## config.mk

```make
export PLATFORM = sky130hd
export DESIGN_NAME = sds_front
export DESIGN_NICKNAME = d
export VERILOG_FILES = /design/src/rtl/core/sds_pkg.sv /design/src/rtl/core/sds_front.sv
export SDC_FILE = /design/constraint.sdc
export NUM_CORES = 1
export LEC_CHECK = 0
export ABC_AREA = 1
export BUFFER_PORTS_ARGS = -buffer_cell sky130_fd_sc_hd__clkbuf_2
export CELL_PAD_IN_SITES_DETAIL_PLACEMENT = 0
export CELL_PAD_IN_SITES_GLOBAL_PLACEMENT = 1
export CORE_MARGIN = 2
export CORE_UTILIZATION = 11
export DETAILED_ROUTE_END_ITERATION = 16
export MAX_ROUTING_LAYER = met4
export PLACE_DENSITY = 0.92
export SYNTH_ARGS = -nofsm -noshare
export SYNTH_HDL_FRONTEND = slang
export SYNTH_SLANG_ARGS = --single-unit
```

## constraint.sdc

```tcl
create_clock -name vclk -period 0.8
set_clock_uncertainty 0.15 [all_clocks]
set_input_delay 0.08 -clock vclk [all_inputs]
set_output_delay 0.08 -clock vclk [all_outputs]
set_load 0.05 [all_outputs]
```

## src/rtl/core/sds_pkg.sv

```systemverilog
// ----------------------------------------------------------------------------
// sds_pkg
// Types, sizes and helpers shared by the subband dedispersion sum unit.
// ----------------------------------------------------------------------------
package sds_pkg;

  localparam int NCHAN      = 64;
  localparam int NSUB       = 4;
  localparam int NDM        = 8;
  localparam int HIST       = 1024;
  localparam int CH_PER_SUB = (NCHAN + NSUB - 1) / NSUB;

  localparam int CH_W       = 6;
  localparam int DM_W       = 3;
  localparam int DLY_W      = 10;
  localparam int SMP_W      = 16;
  localparam int SUM_W      = 22;
  localparam int BAND_W     = 3;
  localparam int CNT_W      = 4;
  localparam int LAG_W      = 10;
  localparam int ACC_W      = SUM_W + 1;
  localparam int SUB_W      = $clog2(NSUB);
  localparam int POS_W      = $clog2(HIST);
  localparam int HADDR_W    = $clog2(NCHAN * HIST);
  localparam int DADDR_W    = $clog2(NDM * NCHAN);
  localparam int CFG_IDX_W  = 2;
  localparam int CFG_DATA_W = 10;

  localparam logic [CFG_IDX_W-1:0] REG_DM_COUNT = 2'd0;
  localparam logic [CFG_IDX_W-1:0] REG_LAG      = 2'd1;

  localparam logic [CNT_W-1:0] DM_COUNT_RST = 4'd8;
  localparam logic [LAG_W-1:0] LAG_RST      = 10'd1023;

  localparam logic OP_LOAD   = 1'b0;
  localparam logic OP_SAMPLE = 1'b1;

  typedef enum logic [1:0] {
    JOB_LOAD,
    JOB_SAMPLE,
    JOB_FRAME
  } sds_kind_t;

  typedef struct packed {
    sds_kind_t         kind;
    logic [CH_W-1:0]   chan;
    logic [DM_W-1:0]   dm;
    logic [SMP_W-1:0]  data;
  } sds_job_t;

  typedef struct packed {
    logic [CNT_W-1:0]  dm_count;
    logic [LAG_W-1:0]  lag;
  } sds_cfg_t;

  typedef enum logic [1:0] {
    ST_CLEAR,
    ST_IDLE,
    ST_SWEEP
  } sds_state_t;

  // index of the last DM in use; zero counts as one, above NDM counts as NDM
  function automatic logic [DM_W-1:0] last_dm(input logic [CNT_W-1:0] dm_count);
    logic [DM_W-1:0] r;
    if (dm_count == '0) begin
      r = '0;
    end else if (int'(dm_count) > NDM) begin
      r = DM_W'(NDM - 1);
    end else begin
      r = DM_W'(dm_count - 1'b1);
    end
    return r;
  endfunction

  function automatic logic signed [SUM_W-1:0] clip(input logic signed [ACC_W-1:0] v);
    logic signed [SUM_W-1:0] r;
    if (v[ACC_W-1] != v[ACC_W-2]) begin
      r = v[ACC_W-1] ? {1'b1, {(SUM_W-1){1'b0}}} : {1'b0, {(SUM_W-1){1'b1}}};
    end else begin
      r = v[SUM_W-1:0];
    end
    return r;
  endfunction

endpackage

```

## src/rtl/core/sds_front.sv

```systemverilog
// ----------------------------------------------------------------------------
// sds_front
// Input side: takes items, drops out-of-range ones and tags the rest as
// delay load, plain sample or frame-ending sample for the back end.
// ----------------------------------------------------------------------------
module sds_front (
  input  logic                              in_valid,
  output logic                              in_stall,
  input  logic                              opcode,
  input  logic [sds_pkg::CH_W-1:0]          channel,
  input  logic [sds_pkg::DM_W-1:0]          dm_index,
  input  logic [sds_pkg::DLY_W-1:0]         delay,
  input  logic signed [sds_pkg::SMP_W-1:0]  sample,
  input  logic                              q_full,
  input  logic                              clearing,
  output logic                              push,
  output sds_pkg::sds_job_t                 job
);

  logic accept;
  logic keep;

  assign in_stall = q_full | clearing;
  assign accept   = in_valid & ~in_stall;
  assign push     = accept & keep;

  always_comb begin
    job.chan = channel;
    job.dm   = dm_index;
    if (opcode == sds_pkg::OP_LOAD) begin
      job.kind = sds_pkg::JOB_LOAD;
      job.data = sds_pkg::SMP_W'(delay);
      keep     = (int'(channel) < sds_pkg::NCHAN) && (int'(dm_index) < sds_pkg::NDM);
    end else begin
      job.kind = (channel == sds_pkg::CH_W'(sds_pkg::NCHAN - 1)) ? sds_pkg::JOB_FRAME
                                                                  : sds_pkg::JOB_SAMPLE;
      job.data = sample;
      keep     = int'(channel) < sds_pkg::NCHAN;
    end
  end

endmodule

```

After elaboration in Yosys (flattened, before gate mapping). Cells that the tools add are included.

Equality and inequality tests: 1. Multiplexer cells: 3. Bitwise gates (word level): 3.

Operators with widths (number): two-way mux 16 bit (1); equality test 6 bit (second input constant) (1); two-way mux 2 bit (2); bitwise AND 1 bit (1); NOT 1 bit (1); OR 1 bit (1).

Register bits: 0. Input bits: 39. Output and inout bits: 29. Logic and storage cells: 7.

Longest topological paths before layout.
Depth in word-level cells: 3. Mapped depth: 5.

Least setup slack after synthesis. No wires, ideal clock.

Kind: input to output. Start: in clearing. End: out push. Arrival time: 1.199 ns. Required time: 0.570 ns. Setup slack: -0.629 ns. Stages on the path: 2. Cells stage by stage: or2_2 -> nor2_1.

Longest elaborated chain between the ends: 3.

Ends and longest elaborated chain: start: declaration (RTL line sds_front.sv:15) `input logic clearing,`; OR 1 bit (RTL line sds_front.sv:23) `assign in_stall = q_full | clearing;`; NOT 1 bit (RTL line sds_front.sv:24) `assign accept = in_valid & ~in_stall;`; bitwise AND 1 bit (RTL line sds_front.sv:24); end: declaration (RTL line sds_front.sv:16) `output logic push,`.

Every way passes these cells.

==> run metrics <==
highest fanout seen on the critical path 4; area occupied by multi-input gates 612 um2; Synth Warn # 0; Std-Cell Rows 19; number of gates on the worst path with buffers counted 5; most area-hungry cell type in the Yosys netlist nand2_1; via count of the first global-routing pass 615; remaining routing DRC violations 0; path type of the worst min-delay path primary input to primary output; number of I/O port buffers 62; library cell appearing most often on the critical path clkbuf_16; Leakage 0.000706 uW; die boundary width 57.3 um; Req. time, crit path 570 ps; drt initial violations 18; type of element capturing the critical path primary output; number of clock buffers in the layout 0; Tightest Pin Transition 278 ps; list of most frequent post-synthesis cells nand2_1, buf_4, inv_1, buf_6, nor2_1; portion of synthesized cell area occupied by the leading cell type 48.0%; final worst path period share 119%; area added between synthesis and finish 375%; worst ir drop on vdd 0.540 mV; Tmin final 950 ps; switching power of the nets 621 uW; Slew Viols, Final 0; sequential cell area fraction in the yosys report 0%; die outline area 3290 um2; PwrDens 758 nW/um2; Max stage delay on crit path 170 ps; critical path startpoint opcode; total number of vias 604; unrepaired setup endpoints after global routing yes; run status complete, but fails checks; Layout fillers 233; cell with the most instances after synthesis nand2_1; worst hold slack after final layout 10.0 ps; Largest delay share family, worst path buffers and inverters; remaining antenna violation count after routing 0; Storage cell area 0 um2; cells along the critical path clkbuf_16, buf_4, nand2_2, nand2_8, clkbuf_16; antenna diode count 0; Slew headroom 81.6%; utilization after layout 54.4%; part of the power in registers 0%; Worst EP arrival 720 ps; Syn Nets 105; f_max 1050 MHz; total overflow reported by the global router 0; Yosys cell types 9; Critical Setup Path Class primary input to primary output; cell count after synthesis 66; via/cell ratio 3.90; gp weighted congestion 0.675; number of setup violations in the final report 20; sequential cell count of the final layout 0; all-layer global routing usage 10.8%; setup slack after layout -150 ps; Wirelength per Cell 11.8 um; estimated wirelength of the detail-placed design 1.26 mm; Worst Setup Start Kind primary input; final routed wirelength across all metal layers 1.82 mm; height of the die 57.3 um; core area 2730 um2; cells taking the most area after synthesis nand2_1, buf_4, inv_1; max_cap viols 0; pre-CTS setup slack -307 ps; part of the power in the clock network 0%; combinational group share of total power 100.0%; pin count of the biggest net entering global routing 13; CTS Hold Buffers Added 0; Buf/Inv on CP 3; violated checks setup timing; critical path's slowest cell buf_4; starting utilization of the core area 11.4%; Switching Share 55.1%; count of endpoints failing hold in the final timing report 0; initial antenna violation count 0; I/O pins 68; first-pass detailed-route iteration total 4; Internal Pwr Total 505 uW; synthesized area divided by synthesized cell count 4.74 um2; Final #Nets 165; Worst setup endpoint job[3]; post-synthesis cell area 313 um2; first-pass GRT wire length 2.76 mm; summed negative setup slack over all endpoints -2370 ps; share of post-route cells with drive strength above 1 96.0%
==> metal layers <==
metal  vias to the layer above  wire [um]  global-route usage [%]
li1                        297          -                       -
met1                       272        532                    12.0
met2                        35       1160                    22.2
met3                         0        129                   0.680
met4                         0          0                       0
met5                         -          0                       -
==> metrics by stage <==
stage | cells | total power, uW | cell area, um2
floorplan | 66 | 643 | 688
global placement | 153 | 800 | 1010
detailed placement | 153 | 812 | 1010
CTS | 154 | 1060 | 1400
global route | 155 | 1170 | 1490
finish | 155 | 1130 | 1490
==> cell type report <==
| type | instances | area share [%] |
|---|---|---|
| Tap cell | 31 | 2.61 |
| Timing Repair Buffer | 70 | 51.6 |
| Multi-Input combinational cell | 45 | 41.2 |
| Inverter | 9 | 4.63 |
==> cells by family after synthesis <==
| family | count (synthesis) | synth area share (%) |
|---|---|---|
| buf+inv | 21 | 42.8 |
| compound gates | 1 | 2.80 |
| simple gates | 44 | 54.4 |
==> power groups by stage <==
| stage | registers, uW | clock network [uW] | logic [uW] |
|---|---|---|---|
| 3_3_place_gp | 0 | 0 | 800 |
| 4_1_cts | 0 | 0 | 1060 |
| 6_report | 0 | 0 | 1130 |
| 3_5_place_dp | 0 | 0 | 812 |
| 2_1_floorplan | 0 | 0 | 643 |
| 5_1_grt | 0 | 0 | 1170 |
==> worst min-delay path by stage <==
stage	from	endpoint	cells after the start
global route	dm_index[2]	job[18]	0
finish	dm_index[0]	job[16]	0
detailed placement	dm_index[1]	job[17]	0
floorplan	delay[7]	job[7]	2
global placement	dm_index[1]	job[17]	0
CTS	dm_index[1]	job[17]	0
==> what timing repair did <==
action | in CTS | in global routing
cloned | 0 | 1
setup endpoints to repair | 20 | 20
buffers inserted | 1 | 0
pin swaps | 13 | 4
gates resized for setup | 73 | 23
==> cells in the final DEF, fill, tap and decap left out, drive strengths merged <==
master    synthesis  final
or2               1      1
nand2            40     40
buf              12     23
clkinv            0      1
inv               9      2
a21oi             1      1
clkinvlp          0      6
nor2              3      3
clkbuf            0     47
No activity file was read; power rests on OpenSTA's default activity.
