`src/rtl/core/sds_pkg.sv`:
```
// ----------------------------------------------------------------------------
// sds_pkg
// Types, sizes and helpers shared by the subband dedispersion sum unit.
// ----------------------------------------------------------------------------
package sds_pkg;

  localparam int NCHAN      = 64;
  localparam int NSUB       = 4;
  localparam int NDM        = 8;
  localparam int HIST       = 1024;
  localparam int CH_PER_SUB = (NCHAN + NSUB - 1) / NSUB;

  localparam int CH_W       = 6;
  localparam int DM_W       = 3;
  localparam int DLY_W      = 10;
  localparam int SMP_W      = 16;
  localparam int SUM_W      = 22;
  localparam int BAND_W     = 3;
  localparam int CNT_W      = 4;
  localparam int LAG_W      = 10;
  localparam int ACC_W      = SUM_W + 1;
  localparam int SUB_W      = $clog2(NSUB);
  localparam int POS_W      = $clog2(HIST);
  localparam int HADDR_W    = $clog2(NCHAN * HIST);
  localparam int DADDR_W    = $clog2(NDM * NCHAN);
  localparam int CFG_IDX_W  = 2;
  localparam int CFG_DATA_W = 10;

  localparam logic [CFG_IDX_W-1:0] REG_DM_COUNT = 2'd0;
  localparam logic [CFG_IDX_W-1:0] REG_LAG      = 2'd1;

  localparam logic [CNT_W-1:0] DM_COUNT_RST = 4'd8;
  localparam logic [LAG_W-1:0] LAG_RST      = 10'd1023;

  localparam logic OP_LOAD   = 1'b0;
  localparam logic OP_SAMPLE = 1'b1;

  typedef enum logic [1:0] {
    JOB_LOAD,
    JOB_SAMPLE,
    JOB_FRAME
  } sds_kind_t;

  typedef struct packed {
    sds_kind_t         kind;
    logic [CH_W-1:0]   chan;
    logic [DM_W-1:0]   dm;
    logic [SMP_W-1:0]  data;
  } sds_job_t;

  typedef struct packed {
    logic [CNT_W-1:0]  dm_count;
    logic [LAG_W-1:0]  lag;
  } sds_cfg_t;

  typedef enum logic [1:0] {
    ST_CLEAR,
    ST_IDLE,
    ST_SWEEP
  } sds_state_t;

  // index of the last DM in use; zero counts as one, above NDM counts as NDM
  function automatic logic [DM_W-1:0] last_dm(input logic [CNT_W-1:0] dm_count);
    logic [DM_W-1:0] r;
    if (dm_count == '0) begin
      r = '0;
    end else if (int'(dm_count) > NDM) begin
      r = DM_W'(NDM - 1);
    end else begin
      r = DM_W'(dm_count - 1'b1);
    end
    return r;
  endfunction

  function automatic logic signed [SUM_W-1:0] clip(input logic signed [ACC_W-1:0] v);
    logic signed [SUM_W-1:0] r;
    if (v[ACC_W-1] != v[ACC_W-2]) begin
      r = v[ACC_W-1] ? {1'b1, {(SUM_W-1){1'b0}}} : {1'b0, {(SUM_W-1){1'b1}}};
    end else begin
      r = v[SUM_W-1:0];
    end
    return r;
  endfunction

endpackage

```
`src/rtl/core/sds_queue.sv`:
```
// ----------------------------------------------------------------------------
// sds_queue
// Short FIFO of classified items between the front and back ends.
// ----------------------------------------------------------------------------
module sds_queue #(
  parameter int DEPTH = 4
) (
  input  logic               clk,
  input  logic               rst,
  input  logic               push,
  input  sds_pkg::sds_job_t  push_job,
  input  logic               pop,
  output sds_pkg::sds_job_t  head,
  output logic               empty,
  output logic               full
);

  localparam int PTR_W = $clog2(DEPTH);
  localparam int CNT_W = $clog2(DEPTH + 1);

  sds_pkg::sds_job_t  slots [DEPTH];
  logic [PTR_W-1:0]   rd_ptr;
  logic [PTR_W-1:0]   wr_ptr;
  logic [CNT_W-1:0]   count;
  logic               do_push;
  logic               do_pop;

  assign empty   = (count == '0);
  assign full    = (count == CNT_W'(DEPTH));
  assign do_push = push & ~full;
  assign do_pop  = pop & ~empty;
  assign head    = slots[rd_ptr];

  always_ff @(posedge clk) begin
    if (rst) begin
      rd_ptr <= '0;
      wr_ptr <= '0;
      count  <= '0;
    end else begin
      if (do_push) begin
        wr_ptr <= (wr_ptr == PTR_W'(DEPTH - 1)) ? '0 : wr_ptr + 1'b1;
      end
      if (do_pop) begin
        rd_ptr <= (rd_ptr == PTR_W'(DEPTH - 1)) ? '0 : rd_ptr + 1'b1;
      end
      if (do_push && !do_pop) begin
        count <= count + 1'b1;
      end else if (do_pop && !do_push) begin
        count <= count - 1'b1;
      end
    end
  end

  always_ff @(posedge clk) begin
    if (do_push) begin
      slots[wr_ptr] <= push_job;
    end
  end

endmodule

```
`config.mk`:
```
export PLATFORM = sky130hd
export DESIGN_NAME = sds_queue
export DESIGN_NICKNAME = d
export VERILOG_FILES = /design/src/rtl/core/sds_pkg.sv /design/src/rtl/core/sds_queue.sv
export SDC_FILE = /design/constraint.sdc
export NUM_CORES = 1
export LEC_CHECK = 0
export ABC_AREA = 1
export BUFFER_PORTS_ARGS = -buffer_cell sky130_fd_sc_hd__buf_2
export CAP_MARGIN = 10
export CORE_AREA = 2 2 107 135
export CTS_CLUSTER_DIAMETER = 60
export DETAILED_ROUTE_END_ITERATION = 6
export DIE_AREA = 0 0 109 137
export GPL_TIMING_DRIVEN = 0
export SETUP_SLACK_MARGIN = 0.5
export SLEW_MARGIN = 10
export SYNTH_ARGS = -nofsm -noshare
export SYNTH_HDL_FRONTEND = slang
export SYNTH_SLANG_ARGS = --single-unit
```
`constraint.sdc`:
```
create_clock -name clk -period 2.1 [get_ports clk]
set_input_delay 0 -clock clk [delete_from_list [all_inputs] [get_ports clk]]
set_output_delay 0 -clock clk [all_outputs]
set_load 0.03 [all_outputs]
```
* After elaboration in Yosys (flattened, before gate mapping)
Memory sizes are Yosys's and may differ from the RTL's. A register that Yosys moved wholly into a read port is not among the register bits. Cells that the tools add are included.
Operators by class: add/subtract/negate cells 4, equal/unequal tests 3, mux-type cells 8, bitwise gates (word level) 4, reduce and logical (&&, ||, !) cells 6
Operators by type and width (number):
- 2-to-1 mux 2 bit | 4
- 2-to-1 mux 3 bit | 2
- adder 2 x 1 -> 2 bit, second input constant | 2
- equality test 2 bit, second input constant | 2
- adder 3 x 1 -> 3 bit, second input constant | 1
- equality test 3 bit, second input constant | 1
- zero test 3 bit | 1
- subtractor 3 x 1 -> 3 bit, second input constant | 1
- AND 1 bit | 2
- logical AND 1 bit | 2
- zero test 1 bit | 2
- 2-to-1 mux 1 bit | 2
- NOT 1 bit | 2
- nonzero test 2 bit | 1
Word-level totals: register bits 7, memory bits (writable) 108, input port bits 31, word-level logic and storage cells 29, memories 1
Memories:
- slots | depth 4, width 27, rd ports 1, clocked after Yosys merged registers in 1, wr ports 1, RTL line sds_queue.sv:21 | sds_pkg::sds_job_t slots [DEPTH];

* Longest topological paths before layout
Gate-level depths: netlist of run 1.
depth after elaboration 7, mapped depth 13, mapped depth without buffers 13

* Least setup slack after synthesis of run 1
No wires, ideal clock.
path type register to register, from register count[0], to memory slots[3][0] in the netlist's numbering (enable), setup time 0.411 ns, data arrival time 1.810 ns, data required time 1.689 ns, setup slack -0.121 ns, cell stages (with the launch flop) 5, path buffers 0, period minus slack after synthesis 2.221 ns, cell sequence dfxtp_1 -> nor2_1 -> nand2_1 -> nand2_2 -> nor2_1
On the way: word-level cells in the longest chain between the ends 5
Ends and longest elaborated chain:
- from (decl) | RTL line sds_queue.sv:24 | logic [CNT_W-1:0] count;
- from (signal assigned) | RTL line sds_queue.sv:47 | count <= count + 1'b1;
- from (signal assigned) | RTL line sds_queue.sv:49 | count <= count - 1'b1;
- equality test 3 bit | RTL line sds_queue.sv:29 | assign full = (count == CNT_W'(DEPTH));
- NOT 1 bit | RTL line sds_queue.sv:30 | assign do_push = push & ~full;
- AND 1 bit | RTL line sds_queue.sv:30
- 2-to-1 mux 1 bit | RTL line sds_queue.sv:55 | if (do_push) begin
- 2-to-1 mux 1 bit (not written as such) | RTL line sds_queue.sv:56 | slots[wr_ptr] <= push_job;
- to (decl) | RTL line sds_queue.sv:21
No other way between the ends.

* Worst setup path in the final report of run 1
from register count[1], to register count[1]
On the way: word-level cells in the longest chain between the ends 6, elaborated cells on any way between the ends 15
Ends and longest elaborated chain:
- equality test 3 bit * | RTL line sds_queue.sv:29
- NOT 1 bit * | RTL line sds_queue.sv:30
- AND 1 bit * | RTL line sds_queue.sv:30
- named net do_push | RTL line sds_queue.sv:25 | logic do_push;
- zero test 1 bit | RTL line sds_queue.sv:48 | end else if (do_pop && !do_push) begin
- logical AND 1 bit | RTL line sds_queue.sv:48
- nonzero test 2 bit (no source line)
The timed path passes the listed nets; every way through them passes the cells marked *. The select of a mux whose other input is x is not followed. A chain may end at the register's enable or synchronous reset.

==> impl_metrics.ini, run 1 <==
[route]
drc_errors = 0
wl_um = 11000
routedWlPerCell_um = 17.0
antenna_left = 0
drt_iter0_markers = 143
dr.pass1.iters = 5
num_vias = 3083
via_per_inst = 4.75

[synthesis]
syn_nets = 370
ys_types = 22
ys_seq_area_share_pct = 75.1
syn_inst = 332
netlist_area_mm2 = 0.00456
synth_area_per_cell_um2 = 13.7
yosys_warnings = 0
yosys_register_bits = 117

[clock_network]
clkLatencyLatePin_ns = 0.41
cts_htree_levels = 4
cts-root-buf = clkbuf_16
cts_sinks = 117
cts_buffer_depth = 2
cts_made_buffers = 17
cts_tree = yes
clk_pin_slew_ns = 0.05

[die]
boundaryPins = 60
core-area_mm2 = 0.0136
die_y_um = 137
die_w_um = 109
die-area_mm2 = 0.0149
num_rows = 48
initial_utilization_pct = 33.4

[timing]
setup_violations = 0
worstMarginPinSlew_ns = 0.296
layout_setup_ws_ns = 0.448
min_period_ns = 1.65
fin_crit_sh_pct = 78.6
hold_viol_final = 0
rsz0062_at_grt = yes
drv_slew = 0
fmax_mhz = 606
skew_ns = 0.00932
fin_setup_tns_ns = 0
timing.slew.headroom_pct = 80.2

[worst_setup_path]
cp_slowest_cell = fa_2
reg2reg_to = count[1]$_SDFFE_PP0P_
path_cells = nor2_4 -> nand2_4 -> nand2_4 -> inv_4 -> ha_4 -> inv_4 -> fa_2 -> o21ai_2 -> nor2_1
path_buf_inv = 2
ff2ff_setup_slack_ns = 0.45
crit_arrival_ns = 1.95
critPathKind = flop to flop
crit_fanout = 2
cpLargestDelayFamily = adder cells
reg2regPathDepth = 9
r2r-start = count[1]$_SDFFE_PP0P_
cp-start-kind = flop
required_ns = 2.40
worstSetupEndpointType = flop
cpPeakStageDelay_ns = 0.43

[placed_design]
port_buffers = 59
dp_slack_ns = 0.351
place_area_mm2 = 0.00523
gp_congestion = 0.713
hpwl_um = 6440

[global_route]
grt_pass1_wl_um = 16000
grt_pass1_vias = 3090
grt_overflow = 0
grt_max_degree = 24
antenna_found_initial = 0
grt_usage_pct = 15.0

[power_and_ir_drop]
clock_power_share_pct = 31.5
p_switching_uw = 3280
switching_share_pct = 33.5
ir_drop_v = 0.000656
power_uw = 9790
powerDensity_mw_per_mm2 = 1450
internal_power_uw = 6510
power_frac_comb_pct = 38.1
power_frac_seq_pct = 30.4
power_leakage_uw = 0.00252

[layout]
antenna_cells = 0
final_cell_mix = edfxtp_1, nor2_1, buf_2
drive_gt1_share_pct = 36.7
fin_util_pct = 49.4
final_cell_area_mm2 = 0.00674
area_growth_pct = 47.9
mostFrequentLayoutCell = edfxtp_1
nets = 499

[min_path]
hold_class = primary input to flop
hold_depth = 6
holdCritStartpoint = pop

[run]
max_cap_violations = 0

[run_status]
status = completed
-- power by group through the flow --
stage	clock network, µW	logic, µW	registers [µW]
6_report	3080	3730	2980
5_1_grt	3230	3980	3000
4_1_cts	3130	3300	2970
3_5_place_dp	0	2810	3000
3_3_place_gp	0	2690	3000
2_1_floorplan	0	1900	2990
-- tightest hold or removal path, stage by stage --
cell and delay, ns:
buf_2 0.12, nand2_4 0.07, buf_4 0.10, nand2_1 0.04, nand2_1 0.05, nor2_1 0.05
-- per-layer routing --
metal	wire, µm	track usage, %
met5	0	0
met4	115	6.48
met3	512	4.19
met2	5920	26.1
met1	4500	17.0
-- flip-flops by register name, summed over array words and instances, names as in the netlist, named ones only --
register	flops
rd_ptr	2
count	3
slots	108
wr_ptr	2
-- how the worst max path moves through the flow --
stage | from | end | depth (start not counted)
final | count[1]$_SDFFE_PP0P_ | count[1]$_SDFFE_PP0P_ | 9
after global routing | count[1]$_SDFFE_PP0P_ | count[2]$_SDFFE_PP0P_ | 11
after CTS | count[1]$_SDFFE_PP0P_ | count[2]$_SDFFE_PP0P_ | 12
after detailed placement | count[0]$_SDFFE_PP0P_ | count[2]$_SDFFE_PP0P_ | 13
after global placement | count[0]$_SDFFE_PP0P_ | slots[0][14]$_DFFE_PP_ | 4
after floorplan | wr_ptr[0]$_SDFFE_PP0P_ | slots[2][0]$_DFFE_PP_ | 4
-- synth_stat cells --
master	number	area [µm²]
edfxtp_1	108	3240
nor2_1	71	267
o21ai_0	32	160
o22ai_1	27	169
o21ai_1	23	115
inv_1	16	60.1
nand2_1	13	48.8
buf_6	10	113
dfxtp_1	9	180
ha_1	6	75.1
buf_2	4	20.0
a21oi_1	2	10.0
nand3b_1	2	15.0
buf_4	1	7.51
clkbuf_4	1	7.51
clkinv_4	1	8.76
fa_1	1	20.0
inv_8	1	11.3
nand2_2	1	6.26
nand3_1	1	5.00
nand4_1	1	6.26
xor2_1	1	8.76
-- what timing repair did --
action / CTS / global route
setup buffers: 7 / 4
setup endpoints to repair: 29 / 45
resized for setup: 52 / 63
endpoints found under the hold margin: 117 / 0
pin swaps: 14 / 13
cloned: 1 / 5
hold buffers: 30 / 0
-- kinds of logic after synthesis --
| kind of cell | after synthesis | share of synthesized area [%] |
|---|---|---|
| DFF | 117 | 75.1 |
| buffers and inverters | 34 | 5.00 |
| adders and majority gates | 7 | 2.09 |
| and+or+nand+nor | 89 | 7.63 |
| xor gates and xnor gates | 1 | 0.192 |
| AOI/OAI and AO/OA | 84 | 9.97 |
-- metrics by stage --
step                      hold WS, ns  instances
after global placement          0.163        566
final                          0.0725        649
after floorplan                0.0627        332
after detailed placement        0.167        570
after global routing           0.0902        649
after CTS                      0.0415        640
-- layout make-up --
cell class,count,area [µm²]
fill,1152,6890
sequential,117,3430
multi-input combinational,181,1110
timing repair buffer,109,1000
clock buffer,17,425
buffer,16,233
tap,175,219
clock inverter,15,211
inverter,18,90.1
timing repair inverter,1,16.3
Note: power is estimated with default switching activity, not from simulation.
==> run 2, diff against run 1 <==
==> constraint.sdc (replaced) <==
create_clock -name clk -period 1.6 [get_ports clk]
set_input_delay 0 -clock clk [delete_from_list [all_inputs] [get_ports clk]]
set_output_delay 0 -clock clk [all_outputs]
set_load 0.03 [all_outputs]
==> impl_metrics.ini, run 2 (synthesis gave the netlist of run 1 again) <==
[run_status]
status = finished, violations left
violations = negative setup slack

[power_and_ir_drop]
ir_drop_v = 0.00108
clock_power_share_pct = 27.7
power_leakage_uw = 0.00286
power_frac_comb_pct = 45.3
p_switching_uw = 5010
switching_share_pct = 34.3
powerDensity_mw_per_mm2 = 1880
internal_power_uw = 9590
power_uw = 14600
power_frac_seq_pct = 27.0

[global_route]
grt_overflow = 0
grt_max_degree = 17
grt_pass1_wl_um = 18100
grt_pass1_vias = 3349
grt_usage_pct = 17.0
antenna_found_initial = 0

[layout]
drive_gt1_share_pct = 54.6
reg_top3 = slots (108), count (3)
final_cell_mix = edfxtp_1, buf_6, nor2_1
largest_reg_flops = 108
area_growth_pct = 70.4
mostFrequentLayoutCell = edfxtp_1
nets = 529
antenna_cells = 0
fillers = 1053
top_register = slots

[route]
num_vias = 3346
drc_errors = 0
via_per_inst = 4.93
wl_um = 12600
dr.pass1.iters = 5
antenna_left = 0
drt_iter0_markers = 274
routedWlPerCell_um = 18.5

[die]
num_rows = 48
die_y_um = 137
boundaryPins = 60
die-area_mm2 = 0.0149
initial_utilization_pct = 33.4
core-area_mm2 = 0.0136
die_w_um = 109

[worst_setup_path]
cp_slowest_cell = fa_2
reg2reg_to = count[2]$_SDFFE_PP0P_
path_buf_inv = 3
required_ns = 1.91
critPathKind = flop to flop
crit_arrival_ns = 1.96
crit_fanout = 2
cpPeakStageDelay_ns = 0.37
cpMostUsedCell = nand2_4
cpLargestDelayFamily = simple AND/OR/NAND/NOR gates
ff2ff_setup_slack_ns = -0.05
cp-start-kind = flop
worstSetupEndpointType = flop
reg2regPathDepth = 12
r2r-start = count[0]$_SDFFE_PP0P_
path_cells = nor2_4 -> nand2_4 -> nand2_4 -> ha_4 -> inv_4 -> fa_2 -> inv_2 -> nand2_2 -> nand3_2 -> nand2_1 -> inv_1 -> nor2_1

[timing]
timing.slew.headroom_pct = 83.8
rsz0062_at_grt = yes
setup_violations = 16
drv_slew = 0
hold_slack_ns = 0.0495
hold_viol_final = 0
layout_setup_ws_ns = -0.0493
fmax_mhz = 606
skew_ns = 0.00624
fin_setup_tns_ns = -0.388
worstMarginPinSlew_ns = 0.243
fin_crit_sh_pct = 103
min_period_ns = 1.65

[placed_design]
port_buffers = 59
dp_slack_ns = -0.253
gp_congestion = 0.675
hpwl_um = 6070

[clock_network]
cts_made_buffers = 17
cts_buffer_depth = 2
cts-root-buf = clkbuf_16
clk_pin_slew_ns = 0.05
cts_sinks = 117
cts_tree = yes
cts_htree_levels = 4
clkLatencyLatePin_ns = 0.41

[min_path]
hold_depth = 6
holdCritStartpoint = pop
hold_class = primary input to flop

[run]
max_cap_violations = 0
-- run 2: changes by cell type in the layout (fill, tap and decap cells not counted), moves of 8 or more --
cell	previous run	this run
o21ai_0	22	7
o22ai_1	18	0
o21ai_1	23	15
buf_4	26	10
buf_12	8	21
nor2_4	5	24
o21ai_4	0	12
nor2_1	58	37
o22ai_2	9	27
o21ai_2	10	21
buf_6	14	44
-- run 2: final cells by class --
type	count	area (µm²)	share of cell area [%]
Clock buffer	17	425	5.48
Sequential cell	117	3440	44.2
Buffer	16	245	3.16
Tap cell	175	219	2.82
Multi-Input combinational cell	185	1590	20.4
Clock inverter	15	211	2.72
Inverter	18	111	1.43
Timing Repair inverter	1	11.3	0.145
Timing Repair Buffer	135	1520	19.6
-- run 2: layer usage --
layer  vias up  global-route usage, %  share of wire, %
met4         0                   6.27               1.9
met5         -                      0                 0
li1       1549                      -                 -
met3        24                   4.67               5.3
met2       111                   28.9                53
met1      1662                   20.5                40
-- run 2: what timing repair did --
action / CTS / global route
buffers inserted: 32 / 6
gates cloned: 7 / 6
hold buffers: 30 / 0
gates resized for setup: 165 / 81
hold endpoints to repair: 117 / 0
pin swaps: 29 / 31
setup endpoints to repair: 140 / 143
-- run 2: how the worst max path moves through the flow --
stage | startpoint | endpoint | slack (ns) | cells past startpoint
floorplan | count[0]$_SDFFE_PP0P_ | count[1]$_SDFFE_PP0P_ | -0.03 | 9
global placement | count[0]$_SDFFE_PP0P_ | slots[3][14]$_DFFE_PP_ | -0.24 | 4
detailed placement | count[0]$_SDFFE_PP0P_ | slots[3][1]$_DFFE_PP_ | -0.25 | 4
CTS | count[1]$_SDFFE_PP0P_ | count[1]$_SDFFE_PP0P_ | -0.02 | 9
global route | count[0]$_SDFFE_PP0P_ | count[2]$_SDFFE_PP0P_ | -0.15 | 11
finish | count[0]$_SDFFE_PP0P_ | count[2]$_SDFFE_PP0P_ | -0.05 | 12
-- run 2: through the flow --
| step | std cells | area [µm²] | utilization [%] |
|---|---|---|---|
| after CTS | 667 | 7280 | 53.4 |
| after global routing | 679 | 7770 | 57.0 |
| after floorplan | 332 | 4790 | - |
| final | 679 | 7770 | 57.0 |
| after detailed placement | 566 | 5300 | 38.9 |
| after global placement | 566 | 5300 | 38.9 |
-- run 2: power by group through the flow --
stage	Clock [µW]	Sequential, µW	Combinational [µW]
2_1_floorplan	0	3910	2800
5_1_grt	4230	3970	6990
3_5_place_dp	0	3940	3900
4_1_cts	4080	3890	5760
3_3_place_gp	0	3920	3840
6_report	4050	3940	6610
-- run 2: worst min-delay path: stages --
cell	delay, ns
buf_2	0.12
nand2_4	0.08
buf_4	0.10
nand2_1	0.04
nand2_1	0.05
nor2_1	0.04
==> run 3, diff against run 2 <==
--- a/config.mk
+++ b/config.mk
@@ -13,8 +13,9 @@
 export DETAILED_ROUTE_END_ITERATION = 6
 export DIE_AREA = 0 0 109 137
 export GPL_TIMING_DRIVEN = 0
+export HOLD_SLACK_MARGIN = 0.08
 export SETUP_SLACK_MARGIN = 0.5
-export SLEW_MARGIN = 10
+export SLEW_MARGIN = 0
 export SYNTH_ARGS = -nofsm -noshare
 export SYNTH_HDL_FRONTEND = slang
 export SYNTH_SLANG_ARGS = --single-unit
==> constraint.sdc (replaced) <==
create_clock -name clk -period 1.6 [get_ports clk]
set_input_delay 0.16 -clock clk [delete_from_list [all_inputs] [get_ports clk]]
set_output_delay 0.16 -clock clk [all_outputs]
set_load 0.03 [all_outputs]
==> impl_metrics.ini, run 3 (synthesis gave the netlist of run 1 again) <==
[placed_design]
place_area_mm2 = 0.00590
hpwl_um = 6330
gp_congestion = 0.691
dp_slack_ns = -0.288
port_buffers = 59

[route]
drt_iter0_markers = 136
routedWlPerCell_um = 18.4
dr.pass1.iters = 4
wl_um = 12400
drc_errors = 0
antenna_left = 0
via_per_inst = 4.84
num_vias = 3264

[worst_setup_path]
crit_fanout = 10
required_ns = 1.44
cp-start-kind = flop
critPathKind = flop to primary output
reg2regPathDepth = 9
worstSetupEndpointType = primary output
crit_arrival_ns = 1.54
r2r-start = count[1]$_SDFFE_PP0P_

[die]
core-area_mm2 = 0.0136
die-area_mm2 = 0.0149
initial_utilization_pct = 33.4
die_w_um = 109
die_y_um = 137
num_rows = 48
boundaryPins = 60

[min_path]
hold_depth = 3
holdCritStartpoint = push
hold_class = primary input to flop

[layout]
drive_gt1_share_pct = 59.5
final_cell_area_mm2 = 0.00797
final_cell_mix = edfxtp_1, buf_6, nor2_1
nets = 524
area_growth_pct = 74.9
top_register = slots
largest_reg_flops = 108
antenna_cells = 0
mostFrequentLayoutCell = edfxtp_1
reg_top3 = slots (108), count (3)
fillers = 1027

[timing]
hold_viol_final = 0
fmax_mhz = 588
rsz0062_at_grt = yes
timing.slew.headroom_pct = 78.2
fin_crit_sh_pct = 106
setup_violations = 29
layout_setup_ws_ns = -0.101
worstMarginPinSlew_ns = 0.324
min_period_ns = 1.70
skew_ns = 0.00913
drv_slew = 0
fin_setup_tns_ns = -2.02

[run_status]
status = finished, violations left
violations = negative setup slack

[global_route]
grt_max_degree = 17
grt_usage_pct = 18.0
grt_overflow = 0
grt_pass1_wl_um = 19100
grt_pass1_vias = 3565
antenna_found_initial = 0

[clock_network]
cts_sinks = 117
cts_tree = yes
cts_htree_levels = 4
clkLatencyLatePin_ns = 0.41
cts_made_buffers = 17
cts-root-buf = clkbuf_16
clk_pin_slew_ns = 0.05
cts_buffer_depth = 2

[power_and_ir_drop]
powerDensity_mw_per_mm2 = 1890
power_leakage_uw = 0.00281
ir_drop_v = 0.00104

[run]
max_cap_violations = 0
run 3: repair_timing:
item / CTS / global route
buffers inserted: 32 / 9
hold buffers: 28 / 0
endpoints found under the setup margin: 141 / 145
pin swaps: 20 / 21
resized for setup: 124 / 54
hold endpoints to repair: 109 / 0
gates cloned: 6 / 1
run 3: path summary, 6_finish.rpt:
| kind | endpoint | slack, ns |
|---|---|---|
| setup / recovery | head[12] | -0.10 |
| hold reg to reg | wr_ptr[1]$_SDFFE_PP0P_ | 0.52 |
| setup reg to reg | count[1]$_SDFFE_PP0P_ | -0.01 |
| hold / removal | wr_ptr[1]$_SDFFE_PP0P_ | 0.09 |
run 3: cell type report:
cell class              instances  area, µm²  area share (%)
clock buffers                  17        425            5.34
well taps                     175        219            2.75
plain buffers                  16        290            3.64
repair buffers                131       1390            17.4
multi-input cells             185       1940            24.3
clock inverters                15        168            2.10
inverters                      18        103            1.29
flip-flops and latches        117       3440            43.1
run 3: worst max-delay path: stages (launching register included):
cell,delay [ns]
dfxtp_2,0.32
buf_12,0.15
inv_12,0.11
buf_12,0.17
o21ai_2,0.08
o22ai_4,0.14
buf_6,0.16
run 3: power by group:
part | internal [µW] | total [µW] | switching (µW)
clock | 2550 | 3790 | 1240
sequential | 3770 | 3950 | 179
combinational | 3390 | 7290 | 3890
total | 9710 | 15000 | 5320
run 3: per-layer routing:
layer	vias to the layer above	global-route usage, %	part of all wire, %
met5	-	0	0
met1	1621	20.2	40
li1	1542	-	-
met3	14	4.81	4.1
met2	87	32.1	54
met4	0	6.77	1.7
run 3: per-stage QoR:
step           util, %  total power [µW]  hold WS, ns  cells
6_report          58.5             15000       0.0930    674
4_1_cts           56.2             14500       0.0868    664
3_5_place_dp      43.3              9090        0.328    566
3_3_place_gp      43.3              9010        0.324    566
2_1_floorplan        -              7960        0.225    332
5_1_grt           58.5             15700       0.0854    674
